[config.mk]
export PLATFORM = sky130hd
export DESIGN_NAME = dma_register_and_irq_controller_top
export DESIGN_NICKNAME = d
export VERILOG_FILES = /design/src/rtl/dric_pkg.sv /design/src/rtl/dric_ctrl_calc.sv /design/src/rtl/dric_regs.sv /design/src/rtl/dma_register_and_irq_controller_top.sv
export SDC_FILE = /design/constraint.sdc
export NUM_CORES = 2
export LEC_CHECK = 0
export ABC_AREA = 1
export BUFFER_PORTS_ARGS = -buffer_cell sky130_fd_sc_hd__buf_2
export CAP_MARGIN = 20
export CORE_MARGIN = 1
export CORE_UTILIZATION = 30
export DETAILED_ROUTE_END_ITERATION = 12
export GPL_TIMING_DRIVEN = 0
export PLACE_DENSITY_LB_ADDON = 0.12
export REMOVE_ABC_BUFFERS = 1
export SLEW_MARGIN = 40
export SYNTH_ARGS = -nofsm -noshare
export SYNTH_HDL_FRONTEND = slang
export SYNTH_HIERARCHICAL = 1
export SYNTH_SLANG_ARGS = --single-unit
[constraint.sdc]
create_clock -name clk -period 16.29 [get_ports clk]
set_input_delay 3.258 -clock clk [delete_from_list [all_inputs] [get_ports clk]]
set_output_delay 3.258 -clock clk [all_outputs]
set_load 0.05 [all_outputs]
[src/rtl/dric_pkg.sv]
// Package for the DMA register and IRQ controller: register offsets, bit positions,
// transfer kinds and the structs passed between the controller's modules.
// Depends on nothing; every other file of the block uses it.
package dric_pkg;

  localparam int NUM_CHANNELS_DEF  = 7;
  localparam int RAM_ADDR_BITS_DEF = 21;

  localparam int DATA_W  = 32;
  localparam int OFF_W   = 7;
  localparam int CHAN_W  = 3;
  localparam int XADDR_W = 24;
  localparam int WORDS_W = 33;
  localparam int LEN_W   = 17;
  localparam int IN_W    = 40;
  localparam int OUT_W   = 104;

  typedef enum logic {
    CMD_READ,
    CMD_WRITE
  } cmd_t;

  typedef enum logic [1:0] {
    KIND_TO_DEV,
    KIND_FROM_DEV,
    KIND_LIST,
    KIND_OTC
  } kind_t;

  localparam logic [OFF_W-1:0] OFF_ENABLE = 7'h70;
  localparam logic [OFF_W-1:0] OFF_IRQ    = 7'h74;

  localparam logic [1:0] SUB_ADDR = 2'd0;
  localparam logic [1:0] SUB_BCR  = 2'd1;
  localparam logic [1:0] SUB_CTRL = 2'd2;
  localparam logic [1:0] SUB_NONE = 2'd3;

  localparam logic [CHAN_W-1:0] CH_MDEC_IN = 3'd0;
  localparam logic [CHAN_W-1:0] CH_SPU     = 3'd4;
  localparam logic [CHAN_W-1:0] CH_GPU     = 3'd2;
  localparam logic [CHAN_W-1:0] CH_PIO     = 3'd5;
  localparam logic [CHAN_W-1:0] CH_OTC     = 3'd6;
  localparam logic [CHAN_W-1:0] CH_NONE    = 3'd7;

  localparam logic [1:0] SYNC_MANUAL = 2'd0;
  localparam logic [1:0] SYNC_BLOCK  = 2'd1;
  localparam logic [1:0] SYNC_LIST   = 2'd2;

  localparam int CTRL_START_BIT   = 24;
  localparam int CTRL_TRIGGER_BIT = 28;

  localparam logic [DATA_W-1:0]  OTC_CTRL_VALUE = 32'h1100_0002;
  localparam logic [XADDR_W-1:0] LIST_END_ADDR  = 24'hFF_FFFF;
  localparam logic [LEN_W-1:0]   LEN_FULL       = 17'h1_0000;
  localparam logic [LEN_W-1:0]   LEN_ONE        = 17'h0_0001;

  localparam logic [DATA_W-1:0] IRQ_WR_MASK    = 32'h00FF_803F;
  localparam int                IRQ_FORCE_BIT  = 15;
  localparam int                IRQ_MASTER_EN  = 23;
  localparam int                IRQ_MASTER_BIT = 31;

  typedef struct packed {
    cmd_t              cmd;
    logic [OFF_W-1:0]  reg_offset;
    logic [DATA_W-1:0] write_data;
  } req_t;

  typedef struct packed {
    logic               start;
    logic [CHAN_W-1:0]  channel;
    logic [XADDR_W-1:0] address;
    logic [WORDS_W-1:0] words;
    logic               backward;
    kind_t              kind;
  } xfer_t;

  typedef struct packed {
    logic               ctrl_we;
    logic [DATA_W-1:0]  ctrl_val;
    logic               raise;
    logic               addr_we;
    logic [XADDR_W-1:0] addr_val;
  } chan_upd_t;

  typedef struct packed {
    logic [DATA_W-1:0] read_data;
    logic              irq_rise;
    xfer_t             xfer;
  } resp_t;

endpackage

[src/rtl/dric_ctrl_calc.sv]
// Channel-control write decision for the DMA controller: start rules, word count,
// descriptor and end address for one control-register write.
// Depends on dric_pkg.
module dric_ctrl_calc #(
  parameter int RAM_ADDR_BITS = dric_pkg::RAM_ADDR_BITS_DEF
) (
  input  logic [dric_pkg::CHAN_W-1:0] ch,
  input  logic [dric_pkg::DATA_W-1:0] data,
  input  logic [dric_pkg::DATA_W-1:0] bcr,
  input  logic [dric_pkg::DATA_W-1:0] addr,
  input  logic [dric_pkg::DATA_W-1:0] old_ctrl,
  input  logic                        enabled,
  output dric_pkg::chan_upd_t         upd,
  output dric_pkg::xfer_t             xfer
);

  localparam logic [dric_pkg::XADDR_W-1:0] RAM_MASK =
    dric_pkg::XADDR_W'((25'd1 << RAM_ADDR_BITS) - 25'd1) & ~24'd3;

  logic [1:0]                     sync;
  logic                           start_cond;
  logic [dric_pkg::LEN_W-1:0]     len;
  logic [dric_pkg::LEN_W-1:0]     factor;
  logic [2*dric_pkg::LEN_W-1:0]   prod;
  logic [dric_pkg::WORDS_W-1:0]   words;
  logic [dric_pkg::XADDR_W-1:0]   start_addr;
  logic [dric_pkg::XADDR_W-1:0]   span;
  logic [dric_pkg::XADDR_W-1:0]   end_addr;
  logic                           go;
  logic                           back;
  logic                           guarded;
  logic [dric_pkg::DATA_W-1:0]    data_clr;
  dric_pkg::kind_t                kind;

  assign sync       = data[10:9];
  assign start_cond = enabled && data[dric_pkg::CTRL_START_BIT] &&
                      ((sync != dric_pkg::SYNC_MANUAL) || data[dric_pkg::CTRL_TRIGGER_BIT]);
  assign len        = (bcr[15:0] == 16'd0) ? dric_pkg::LEN_FULL : {1'b0, bcr[15:0]};
  assign data_clr   = data & ~(32'd1 << dric_pkg::CTRL_START_BIT);
  assign guarded    = ((ch == dric_pkg::CH_GPU) || (ch == dric_pkg::CH_PIO) ||
                       (ch == dric_pkg::CH_OTC)) && old_ctrl[dric_pkg::CTRL_START_BIT];

  always_comb begin
    factor = dric_pkg::LEN_ONE;
    if (ch == dric_pkg::CH_GPU) begin
      if (sync != dric_pkg::SYNC_MANUAL) begin
        factor = (bcr[31:16] == 16'd0) ? dric_pkg::LEN_ONE : {1'b0, bcr[31:16]};
      end
    end else if (ch != dric_pkg::CH_OTC) begin
      if (sync == dric_pkg::SYNC_BLOCK) begin
        factor = (bcr[31:16] == 16'd0) ? dric_pkg::LEN_FULL : {1'b0, bcr[31:16]};
      end
    end
  end

  assign prod  = len * factor;
  assign words = prod[dric_pkg::WORDS_W-1:0];

  always_comb begin
    upd.ctrl_we = !guarded;
    upd.ctrl_val = data;
    upd.raise = 1'b0;
    go = 1'b0;
    back = data[1];
    kind = dric_pkg::KIND_FROM_DEV;
    case (ch)
      dric_pkg::CH_PIO: begin
        upd.ctrl_val = data_clr;
        upd.raise = !guarded;
      end
      dric_pkg::CH_OTC: begin
        upd.ctrl_val = data_clr;
        go = !guarded && data[dric_pkg::CTRL_START_BIT] && enabled &&
             (data == dric_pkg::OTC_CTRL_VALUE);
        back = 1'b1;
        kind = dric_pkg::KIND_OTC;
      end
      dric_pkg::CH_GPU: begin
        upd.ctrl_val = data_clr;
        upd.raise = !guarded;
        go = !guarded && start_cond;
        if (sync == dric_pkg::SYNC_LIST) begin
          kind = dric_pkg::KIND_LIST;
          back = 1'b0;
        end else begin
          kind = data[0] ? dric_pkg::KIND_TO_DEV : dric_pkg::KIND_FROM_DEV;
        end
      end
      dric_pkg::CH_MDEC_IN: begin
        go = start_cond;
        kind = dric_pkg::KIND_TO_DEV;
      end
      dric_pkg::CH_SPU: begin
        go = start_cond;
        kind = data[0] ? dric_pkg::KIND_TO_DEV : dric_pkg::KIND_FROM_DEV;
      end
      default: begin
        go = start_cond;
      end
    endcase
    if (go && (ch != dric_pkg::CH_GPU) && (ch != dric_pkg::CH_OTC)) begin
      upd.ctrl_val = data_clr;
      upd.raise = 1'b1;
    end
  end

  assign start_addr = addr[dric_pkg::XADDR_W-1:0] & RAM_MASK;
  assign span       = {words[dric_pkg::XADDR_W-3:0], 2'b00};
  assign end_addr   = (back ? (start_addr - span) : (start_addr + span)) & RAM_MASK;

  always_comb begin
    upd.addr_we = go;
    upd.addr_val = (kind == dric_pkg::KIND_LIST) ? dric_pkg::LIST_END_ADDR : end_addr;
    xfer.start = go;
    xfer.channel = go ? ch : '0;
    xfer.address = go ? start_addr : '0;
    xfer.words = (go && (kind != dric_pkg::KIND_LIST)) ? words : '0;
    xfer.backward = go && back;
    xfer.kind = go ? kind : dric_pkg::KIND_TO_DEV;
  end

endmodule

[src/rtl/dric_regs.sv]
// Register file of the DMA controller: channel, enable and interrupt registers,
// request decode, read mux and master interrupt flag.
// Depends on dric_pkg and dric_ctrl_calc.
module dric_regs #(
  parameter int NUM_CHANNELS  = dric_pkg::NUM_CHANNELS_DEF,
  parameter int RAM_ADDR_BITS = dric_pkg::RAM_ADDR_BITS_DEF
) (
  input  logic            clk,
  input  logic            rst_n,
  input  logic            step,
  input  dric_pkg::req_t  req,
  output dric_pkg::resp_t resp
);

  localparam int CH_IDX_W = (NUM_CHANNELS > 1) ? $clog2(NUM_CHANNELS) : 1;

  logic [dric_pkg::DATA_W-1:0] addr_r [NUM_CHANNELS];
  logic [dric_pkg::DATA_W-1:0] bcr_r  [NUM_CHANNELS];
  logic [dric_pkg::DATA_W-1:0] ctrl_r [NUM_CHANNELS];
  logic [dric_pkg::DATA_W-1:0] enable_r;
  logic [dric_pkg::DATA_W-1:0] irq_r;
  logic [dric_pkg::DATA_W-1:0] irq_nxt;
  logic                        master_prev_r;
  logic                        master_prev_nxt;

  logic [dric_pkg::CHAN_W-1:0] chi;
  logic [CH_IDX_W-1:0]         cidx;
  logic [1:0]                  sub;
  logic                        is_wr;
  logic                        aligned;
  logic                        hit_en;
  logic                        hit_irq;
  logic                        hit_chan;
  logic                        wr_addr;
  logic                        wr_bcr;
  logic                        wr_ctrl;
  logic [dric_pkg::DATA_W-1:0] sel_addr;
  logic [dric_pkg::DATA_W-1:0] sel_bcr;
  logic [dric_pkg::DATA_W-1:0] sel_ctrl;
  logic                        chan_en;
  dric_pkg::chan_upd_t         upd;
  dric_pkg::xfer_t             xfer;
  logic [dric_pkg::DATA_W-1:0] irq_w;
  logic [6:0]                  flag_set;
  logic                        irq_update;
  logic                        flag;
  logic [dric_pkg::DATA_W-1:0] wd;

  assign wd      = req.write_data;
  assign is_wr   = (req.cmd == dric_pkg::CMD_WRITE);
  assign aligned = (req.reg_offset[1:0] == 2'b00);
  assign hit_en  = (req.reg_offset == dric_pkg::OFF_ENABLE);
  assign hit_irq = (req.reg_offset == dric_pkg::OFF_IRQ);
  assign chi     = req.reg_offset[6:4];
  assign sub     = req.reg_offset[3:2];
  assign cidx    = chi[CH_IDX_W-1:0];
  assign hit_chan = aligned && (chi != dric_pkg::CH_NONE) &&
                    (32'(chi) < NUM_CHANNELS) && (sub != dric_pkg::SUB_NONE);

  assign wr_addr = hit_chan && is_wr && (sub == dric_pkg::SUB_ADDR);
  assign wr_bcr  = hit_chan && is_wr && (sub == dric_pkg::SUB_BCR);
  assign wr_ctrl = hit_chan && is_wr && (sub == dric_pkg::SUB_CTRL);

  assign sel_addr = addr_r[cidx];
  assign sel_bcr  = bcr_r[cidx];
  assign sel_ctrl = ctrl_r[cidx];
  assign chan_en  = enable_r[{chi, 2'b11}];

  dric_ctrl_calc #(
    .RAM_ADDR_BITS(RAM_ADDR_BITS)
  ) u_ctrl_calc (
    .ch      (chi),
    .data    (wd),
    .bcr     (sel_bcr),
    .addr    (sel_addr),
    .old_ctrl(sel_ctrl),
    .enabled (chan_en),
    .upd     (upd),
    .xfer    (xfer)
  );

  always_comb begin
    flag_set = irq_r[{2'b10, chi}] ? (7'd1 << chi) : 7'd0;
    irq_w = irq_r;
    irq_update = 1'b0;
    if (hit_irq && is_wr) begin
      irq_w = (irq_r & ~dric_pkg::IRQ_WR_MASK) | (wd & dric_pkg::IRQ_WR_MASK);
      irq_w = irq_w & ~{1'b0, wd[30:24], 24'd0};
      irq_w[dric_pkg::IRQ_FORCE_BIT] = irq_w[dric_pkg::IRQ_FORCE_BIT] &
                                       !wd[dric_pkg::IRQ_FORCE_BIT];
      irq_update = 1'b1;
    end else if (wr_ctrl && upd.raise) begin
      irq_w = irq_r | {1'b0, flag_set, 24'd0};
      irq_update = 1'b1;
    end
    flag = irq_w[dric_pkg::IRQ_FORCE_BIT] ||
           (irq_w[dric_pkg::IRQ_MASTER_EN] && ((irq_w[22:16] & irq_w[30:24]) != 7'd0));
    irq_nxt = irq_r;
    master_prev_nxt = master_prev_r;
    if (irq_update) begin
      irq_nxt = {flag, irq_w[30:0]};
      master_prev_nxt = flag;
    end
  end

  always_comb begin
    resp.read_data = '0;
    if (aligned && !is_wr) begin
      if (hit_en) begin
        resp.read_data = enable_r;
      end else if (hit_irq) begin
        resp.read_data = irq_r;
      end else if (hit_chan) begin
        case (sub)
          dric_pkg::SUB_ADDR: resp.read_data = sel_addr;
          dric_pkg::SUB_BCR:  resp.read_data = sel_bcr;
          default:            resp.read_data = sel_ctrl;
        endcase
      end
    end
    resp.irq_rise = irq_update && flag && !master_prev_r;
    resp.xfer = wr_ctrl ? xfer : '0;
  end

  always_ff @(posedge clk) begin
    if (!rst_n) begin
      for (int i = 0; i < NUM_CHANNELS; i++) begin
        addr_r[i] <= '0;
        bcr_r[i] <= '0;
        ctrl_r[i] <= '0;
      end
      enable_r <= '0;
      irq_r <= '0;
      master_prev_r <= 1'b0;
    end else if (step) begin
      if (wr_addr) begin
        addr_r[cidx] <= wd;
      end else if (wr_ctrl && upd.addr_we) begin
        addr_r[cidx] <= {8'd0, upd.addr_val};
      end
      if (wr_bcr) begin
        bcr_r[cidx] <= wd;
      end
      if (wr_ctrl && upd.ctrl_we) begin
        ctrl_r[cidx] <= upd.ctrl_val;
      end
      if (hit_en && is_wr) begin
        enable_r <= wd;
      end
      irq_r <= irq_nxt;
      master_prev_r <= master_prev_nxt;
    end
  end

  a_master_tracks_prev: assert property (@(posedge clk) disable iff (!rst_n)
    irq_r[dric_pkg::IRQ_MASTER_BIT] == master_prev_r)
    else $error("stored master flag differs from its previous-value register");

  a_irq_force_clear: assert property (@(posedge clk) disable iff (!rst_n)
    irq_r[15:6] == 10'd0)
    else $error("interrupt register holds bits that a write must leave clear");

endmodule

[src/rtl/dma_register_and_irq_controller_top.sv]
// Top level of the DMA register and IRQ controller: request and response stream
// stages around the register file.
// Depends on dric_pkg and dric_regs.
//
// Each request (read or write of one DMA register) is taken from the in_ stream
// and answered with exactly one response on the out_ stream; the block takes one
// request per clock unless out_tready holds a response. A request is held in the
// request register, and its response is registered in the response register that
// drives out_. While out_tready is low the response is held; once the request
// register also holds a request, in_tready falls until the response is taken.
// A write to a channel-control register that starts a transfer reports it in the
// response as a descriptor (channel, start address, word count, direction, kind);
// no data is moved. irq_rise marks the response whose request raised the master
// interrupt flag.
module dma_register_and_irq_controller_top #(
  parameter int NUM_CHANNELS  = dric_pkg::NUM_CHANNELS_DEF,
  parameter int RAM_ADDR_BITS = dric_pkg::RAM_ADDR_BITS_DEF
) (
  input  logic                       clk,
  input  logic                       rst_n,
  input  logic                       in_tvalid,
  output logic                       in_tready,
  // cmd[0], reg_offset[7:1], write_data[39:8]
  input  logic [dric_pkg::IN_W-1:0]  in_tdata,
  output logic                       out_tvalid,
  input  logic                       out_tready,
  // read_data[31:0], irq_rise[32], xfer_start[33], xfer_channel[36:34],
  // xfer_address[60:37], xfer_words[93:61], xfer_backward[94], xfer_kind[96:95],
  // zero padding[103:97]
  output logic [dric_pkg::OUT_W-1:0] out_tdata
);

  logic            s1_valid_r;
  logic            s1_valid_nxt;
  dric_pkg::req_t  s1_req_r;
  logic            out_valid_r;
  logic            out_valid_nxt;
  dric_pkg::resp_t out_resp_r;
  dric_pkg::resp_t resp;
  logic            adv;
  logic            fire;

  assign adv       = !out_valid_r || out_tready;
  assign in_tready = !s1_valid_r || adv;
  assign fire      = s1_valid_r && adv;

  always_comb begin
    s1_valid_nxt = s1_valid_r;
    if (in_tready) begin
      s1_valid_nxt = in_tvalid;
    end
    out_valid_nxt = out_valid_r;
    if (adv) begin
      out_valid_nxt = s1_valid_r;
    end
  end

  always_ff @(posedge clk) begin
    if (!rst_n) begin
      s1_valid_r <= 1'b0;
      out_valid_r <= 1'b0;
    end else begin
      s1_valid_r <= s1_valid_nxt;
      out_valid_r <= out_valid_nxt;
    end
  end

  always_ff @(posedge clk) begin
    if (in_tvalid && in_tready) begin
      s1_req_r.cmd <= dric_pkg::cmd_t'(in_tdata[0]);
      s1_req_r.reg_offset <= in_tdata[7:1];
      s1_req_r.write_data <= in_tdata[39:8];
    end
    if (fire) begin
      out_resp_r <= resp;
    end
  end

  dric_regs #(
    .NUM_CHANNELS (NUM_CHANNELS),
    .RAM_ADDR_BITS(RAM_ADDR_BITS)
  ) u_regs (
    .clk  (clk),
    .rst_n(rst_n),
    .step (fire),
    .req  (s1_req_r),
    .resp (resp)
  );

  assign out_tvalid = out_valid_r;
  assign out_tdata  = {7'd0,
                       out_resp_r.xfer.kind,
                       out_resp_r.xfer.backward,
                       out_resp_r.xfer.words,
                       out_resp_r.xfer.address,
                       out_resp_r.xfer.channel,
                       out_resp_r.xfer.start,
                       out_resp_r.irq_rise,
                       out_resp_r.read_data};

  a_fire_gives_response: assert property (@(posedge clk) disable iff (!rst_n)
    fire |=> out_valid_r)
    else $error("a processed request produced no response");

  a_xfer_write_only: assert property (@(posedge clk) disable iff (!rst_n)
    (out_valid_r && out_resp_r.xfer.start) |-> (out_resp_r.read_data == '0))
    else $error("a transfer start was reported with nonzero read data");

  a_idle_descriptor_zero: assert property (@(posedge clk) disable iff (!rst_n)
    (out_valid_r && !out_resp_r.xfer.start) |->
      ((out_resp_r.xfer.words == '0) && (out_resp_r.xfer.address == '0) &&
       (out_resp_r.xfer.channel == '0) && !out_resp_r.xfer.backward))
    else $error("descriptor fields set without a transfer start");

endmodule
After elaboration in Yosys (flattened, before gate mapping):

Memory sizes are Yosys's and may differ from the RTL's. A register that Yosys moved wholly into a read port is not among the register bits.
Index checks and enable logic that the tools add are counted.

* bits in registers: 204
* memory bits (writable): 672
* input port bits: 44
* output and inout port bits: 106
* logic and storage cells: 173
* memories: 3

* $add $sub $neg: 2
* multiply operators: 1
* order comparisons: 3
* equal/unequal tests: 17
* shift operators: 1
* mux-type cells: 62
* bitwise operators: 7
* reductions and logical operators: 59

Memory list
* u_regs.addr_r: depth 7, bits a word 32, read ports 1, clocked after memory_dff 1, write ports 7, line dric_regs.sv:17 `logic [dric_pkg::DATA_W-1:0] addr_r [NUM_CHANNELS];`
* u_regs.bcr_r: depth 7, bits a word 32, read ports 1, clocked after memory_dff 1, write ports 7, line dric_regs.sv:18 `logic [dric_pkg::DATA_W-1:0] bcr_r [NUM_CHANNELS];`
* u_regs.ctrl_r: depth 7, bits a word 32, read ports 1, clocked after memory_dff 1, write ports 7, line dric_regs.sv:19 `logic [dric_pkg::DATA_W-1:0] ctrl_r [NUM_CHANNELS];`

Operators with widths (count)
* 2-to-1 mux 32 bit: 7
* OR reduction 32 bit: 3
* 2-to-1 mux 17 bit: 5
* case mux 32 bit (2 select lines): 1
* 2-to-1 mux 31 bit: 2
* multiplier 17 x 17 -> 33 bit: 1
* equality test 32 x 29 -> 1 bit, second input constant: 1
* logical NOT 16 bit: 2
* 2-to-1 mux 16 bit: 2
* bitwise AND 31 bit: 1
* NOT 31 bit: 1
* OR 31 x 24 -> 31 bit: 1
* OR 31 bit: 1
* logical AND 1 bit: 29
* 2-to-1 mux 1 bit: 28
* 2-to-1 mux 26 bit: 1
* 2-to-1 mux 25 bit: 1
* 2-to-1 mux 24 bit: 1
* adder 21 bit: 1
* 2-to-1 mux 21 bit: 1
* subtractor 21 bit: 1
* 2-to-1 mux 3 bit: 6
* equality test 7 bit, second input constant: 2
* less-than comparator 5 x 6 -> 1 bit, second input constant: 2
* 28 further kinds: 51

Longest topological paths before layout:

* depth after elaboration: 21
* gate-level depth with buffers: 54
* mapped depth without buffers: 50

By module:

Netlist, hierarchy kept.

By module, submodules not included
* dric_regs: instances 1, cells an instance 3654, area each 36551.3 um^2, seq. area each 23202.3 um^2
* dric_ctrl_calc: instances 1, cells an instance 1733, area each 12251.8 um^2, seq. area each 0.0 um^2
* dma_register_and_irq_controller_top: instances 1, cells an instance 158, area each 4265.3 um^2, seq. area each 4154.0 um^2

Worst setup path after synthesis:

No wires, ideal clock.

* kind: input port to flip-flop
* start: input port out_tready
* end: memory u_regs/addr_r[5][0] (netlist bit) (enable)
* setup time: 461 ps
* data arrival time: 11968 ps
* required time: 15829 ps
* setup slack: 3861 ps
* stages on the path: 8
* buffers on the path: 0
* path through: inv_1 a21oi_1 nand2_1 nor3_1 nand3_2 nand2_2 o21ai_0 nor3_1

RTL lines
* from (decl): line dma_register_and_irq_controller_top.sv:26 `input logic out_tready,`
* to (decl): line dric_regs.sv:17

==> impl_results.md <==
- CP Launch Type: flop
- Gp weighted congestion: 0.873
- Switching portion of total power: 0.326
- GR Util All Layers: 0.216
- Final setup violation count: 0
- Max VDD drop: 0.0846 mV
- Cell count after synthesis: 5533
- Relative slew slack: 0.408
- Max Cap Violations: 0
- Hold buffer count at cts: 0
- DR WL/cell: 24.1 µm
- Largest net degree at the start of global routing: 67
- # rows: 153
- Syn. warnings: 6
- Placed insts: 7895
- Setup WS post-layout: 3.19 ns
- Leak: 24.3 nW
- Filler instances: 17969
- Fin crit share: 0.804
- GRT overflow: 0
- Area delta synth->final: 16.1%
- Port Buffers: 142
- Fraction of final layout cells sized beyond drive strength 1: 0.105
- CTS Buffer Depth: 3
- WP data arrival: 13.69 ns
- Router iterations before antenna repair: 5
- Clk network pwr share: 0.363
- Hold Path Class: reg -> reg
- Via-to-Cell Ratio: 4.95
- Starting Density: 0.303
- WP data required: 16.88 ns
- Die height: 422 µm
- Iter 0 DRT Violations: 3256
- Cell family with most CP delay: buffers and inverters
- WS Path Type: reg -> reg
- WL final: 195000 µm
- Pre-CTS WS: 3.24 ns
- Top Ports: 150
- Fmax: 76.4 MHz
- Status: complete, no violations
- Initial antenna violation count: 3
- Slowest stage delay, CP: 0.73 ns
- CTS buffer count: 110
- Clk sinks: 962
- Final core utilization: 0.352
- Post-route insts no fill: 8102
- Cell Pwr Density: 112 nW/µm²
- Combinational Power Share: 0.237
- Design Power: 6.90 mW
- RSZ-0062 raised after global routing: no
- CP Buf/Inv Count: 19
- Layout Skew: 0.0802 ns
- Worst Tran Pin Value: 0.889 ns
- Total Nets Final: 6074
- Via count: 40101
- CTS tree: yes
- Drc violations: 0
- Syn_area_per_cell: 9.58 µm²
- Min Tclk post-route: 13.10 ns
- Vias in the first global route: 39434
- Cell area after layout: 61500 µm²
- Post-DP Area: 57900 µm²
- Critical Path Fanout Max: 56
- Core ar.: 175000 µm²
- Final count of pins violating max slew: 0
- Final Hold Fails: 0
- Final HPWL DP: 134000 µm
- Worst skew pair latency: 0.77 ns
- CP endpoint kind: flop
- CP dominant cell by count: inv_1
- Setup bufs post-CTS: 0
- Slowest cell on crit path: nor2_2
- Clk root buf: clkbuf_16
- First-pass GRT wire length: 280000 µm
- Reg power frac: 0.401
- Multi-input logic area: 21700 µm²
- P_int: 4.65 mW
- Post-route ant nets: 0
- H-tree Lvls: 3
- CTS resizes: 0
- Die width: 422 µm
- Sequential cell area: 27400 µm²
- DIE AREA: 178000 µm²
- Post-Syn Area: 53000 µm²
- Clock transition at the registers of the reported paths: 0.06 ns
- Psw: 2.25 mW
[final timing paths]
path,to,depth (start not counted),slack (ns),startpoint
setup reg to reg,u_regs/addr_r[2][19],53,3.19,s1_req_r[36]
hold reg to reg,u_regs/addr_r[6][29],2,0.45,u_regs/addr_r[6][29]
hold / removal,u_regs/addr_r[6][29],2,0.45,u_regs/addr_r[6][29]
setup / recovery,u_regs/addr_r[2][19],53,3.19,s1_req_r[36]
[cells in the final DEF, fill, tap and decap left out, drive strengths merged, types with 42 or more instances in the layout]
cell type,n
edfxtp,809
nand2,905
a22oi,230
conb,108
clkbuf,165
buf,273
o21a,85
dfxtp,153
fa,224
o21ai,184
nor2,967
nor3,42
inv,804
nand4,70
nand3,167
a21oi,231
ha,123
[power groups by stage]
stage / registers, mW / logic, mW / clock network [mW]
5_1_grt: 2.77 / 1.81 / 2.65
6_report: 2.77 / 1.63 / 2.50
3_3_place_gp: 2.84 / 1.57 / 0
4_1_cts: 2.76 / 1.63 / 2.57
2_1_floorplan: 2.84 / 0.993 / 0
3_5_place_dp: 2.82 / 1.62 / 0
[worst reg2reg max path, delay by kind of cell, from the launching register on]
family,cells,cell delay [ns]
buffers and inverters,19,3.72
adders and majority gates,8,3.53
and+or+nand+nor,19,3.37
AOI/OAI and AO/OA,6,1.72
DFF,1,0.38
xor gates and xnor gates,1,0.18
[layout make-up]
class / instances / area share
flip-flops and latches: 962 / 0.445
multi-input cells: 3533 / 0.353
clock buffers: 164 / 0.0510
inverters: 802 / 0.0497
well taps: 2325 / 0.0473
repair buffers: 274 / 0.0466
clock inverters: 41 / 0.00744
diodes: 1 / 0.0000407
[metrics by stage]
stage | hold WS [ns] | setup TNS [ns]
final | 0.452 | 0
after global routing | 0.472 | 0
after CTS | 0.448 | 0
after detailed placement | 0.439 | 0
after global placement | 0.439 | -3710.70
after floorplan | 0.423 | 0
[registers in the layout, indices dropped and copies added (netlist names)]
| register | count |
|---|---|
| u_regs/addr_r | 256 |
| s1_valid_r | 1 |
| u_regs/enable_r | 32 |
| u_regs/bcr_r | 256 |
| u_regs/ctrl_r | 256 |
| out_tdata | 97 |
| s1_req_r | 40 |
| u_regs/irq_r | 23 |
| out_tvalid | 1 |
[per-layer routing]
| layer | up-vias | GRT usage | wire, µm |
|---|---|---|---|
| li1 | 18435 | - | - |
| met1 | 20183 | 0.296 | 87900 |
| met2 | 1229 | 0.350 | 90400 |
| met3 | 254 | 0.0290 | 10300 |
| met4 | 0 | 0.0703 | 6360 |
| met5 | - | 0 | 0 |
(Power assumes the default switching activity.)
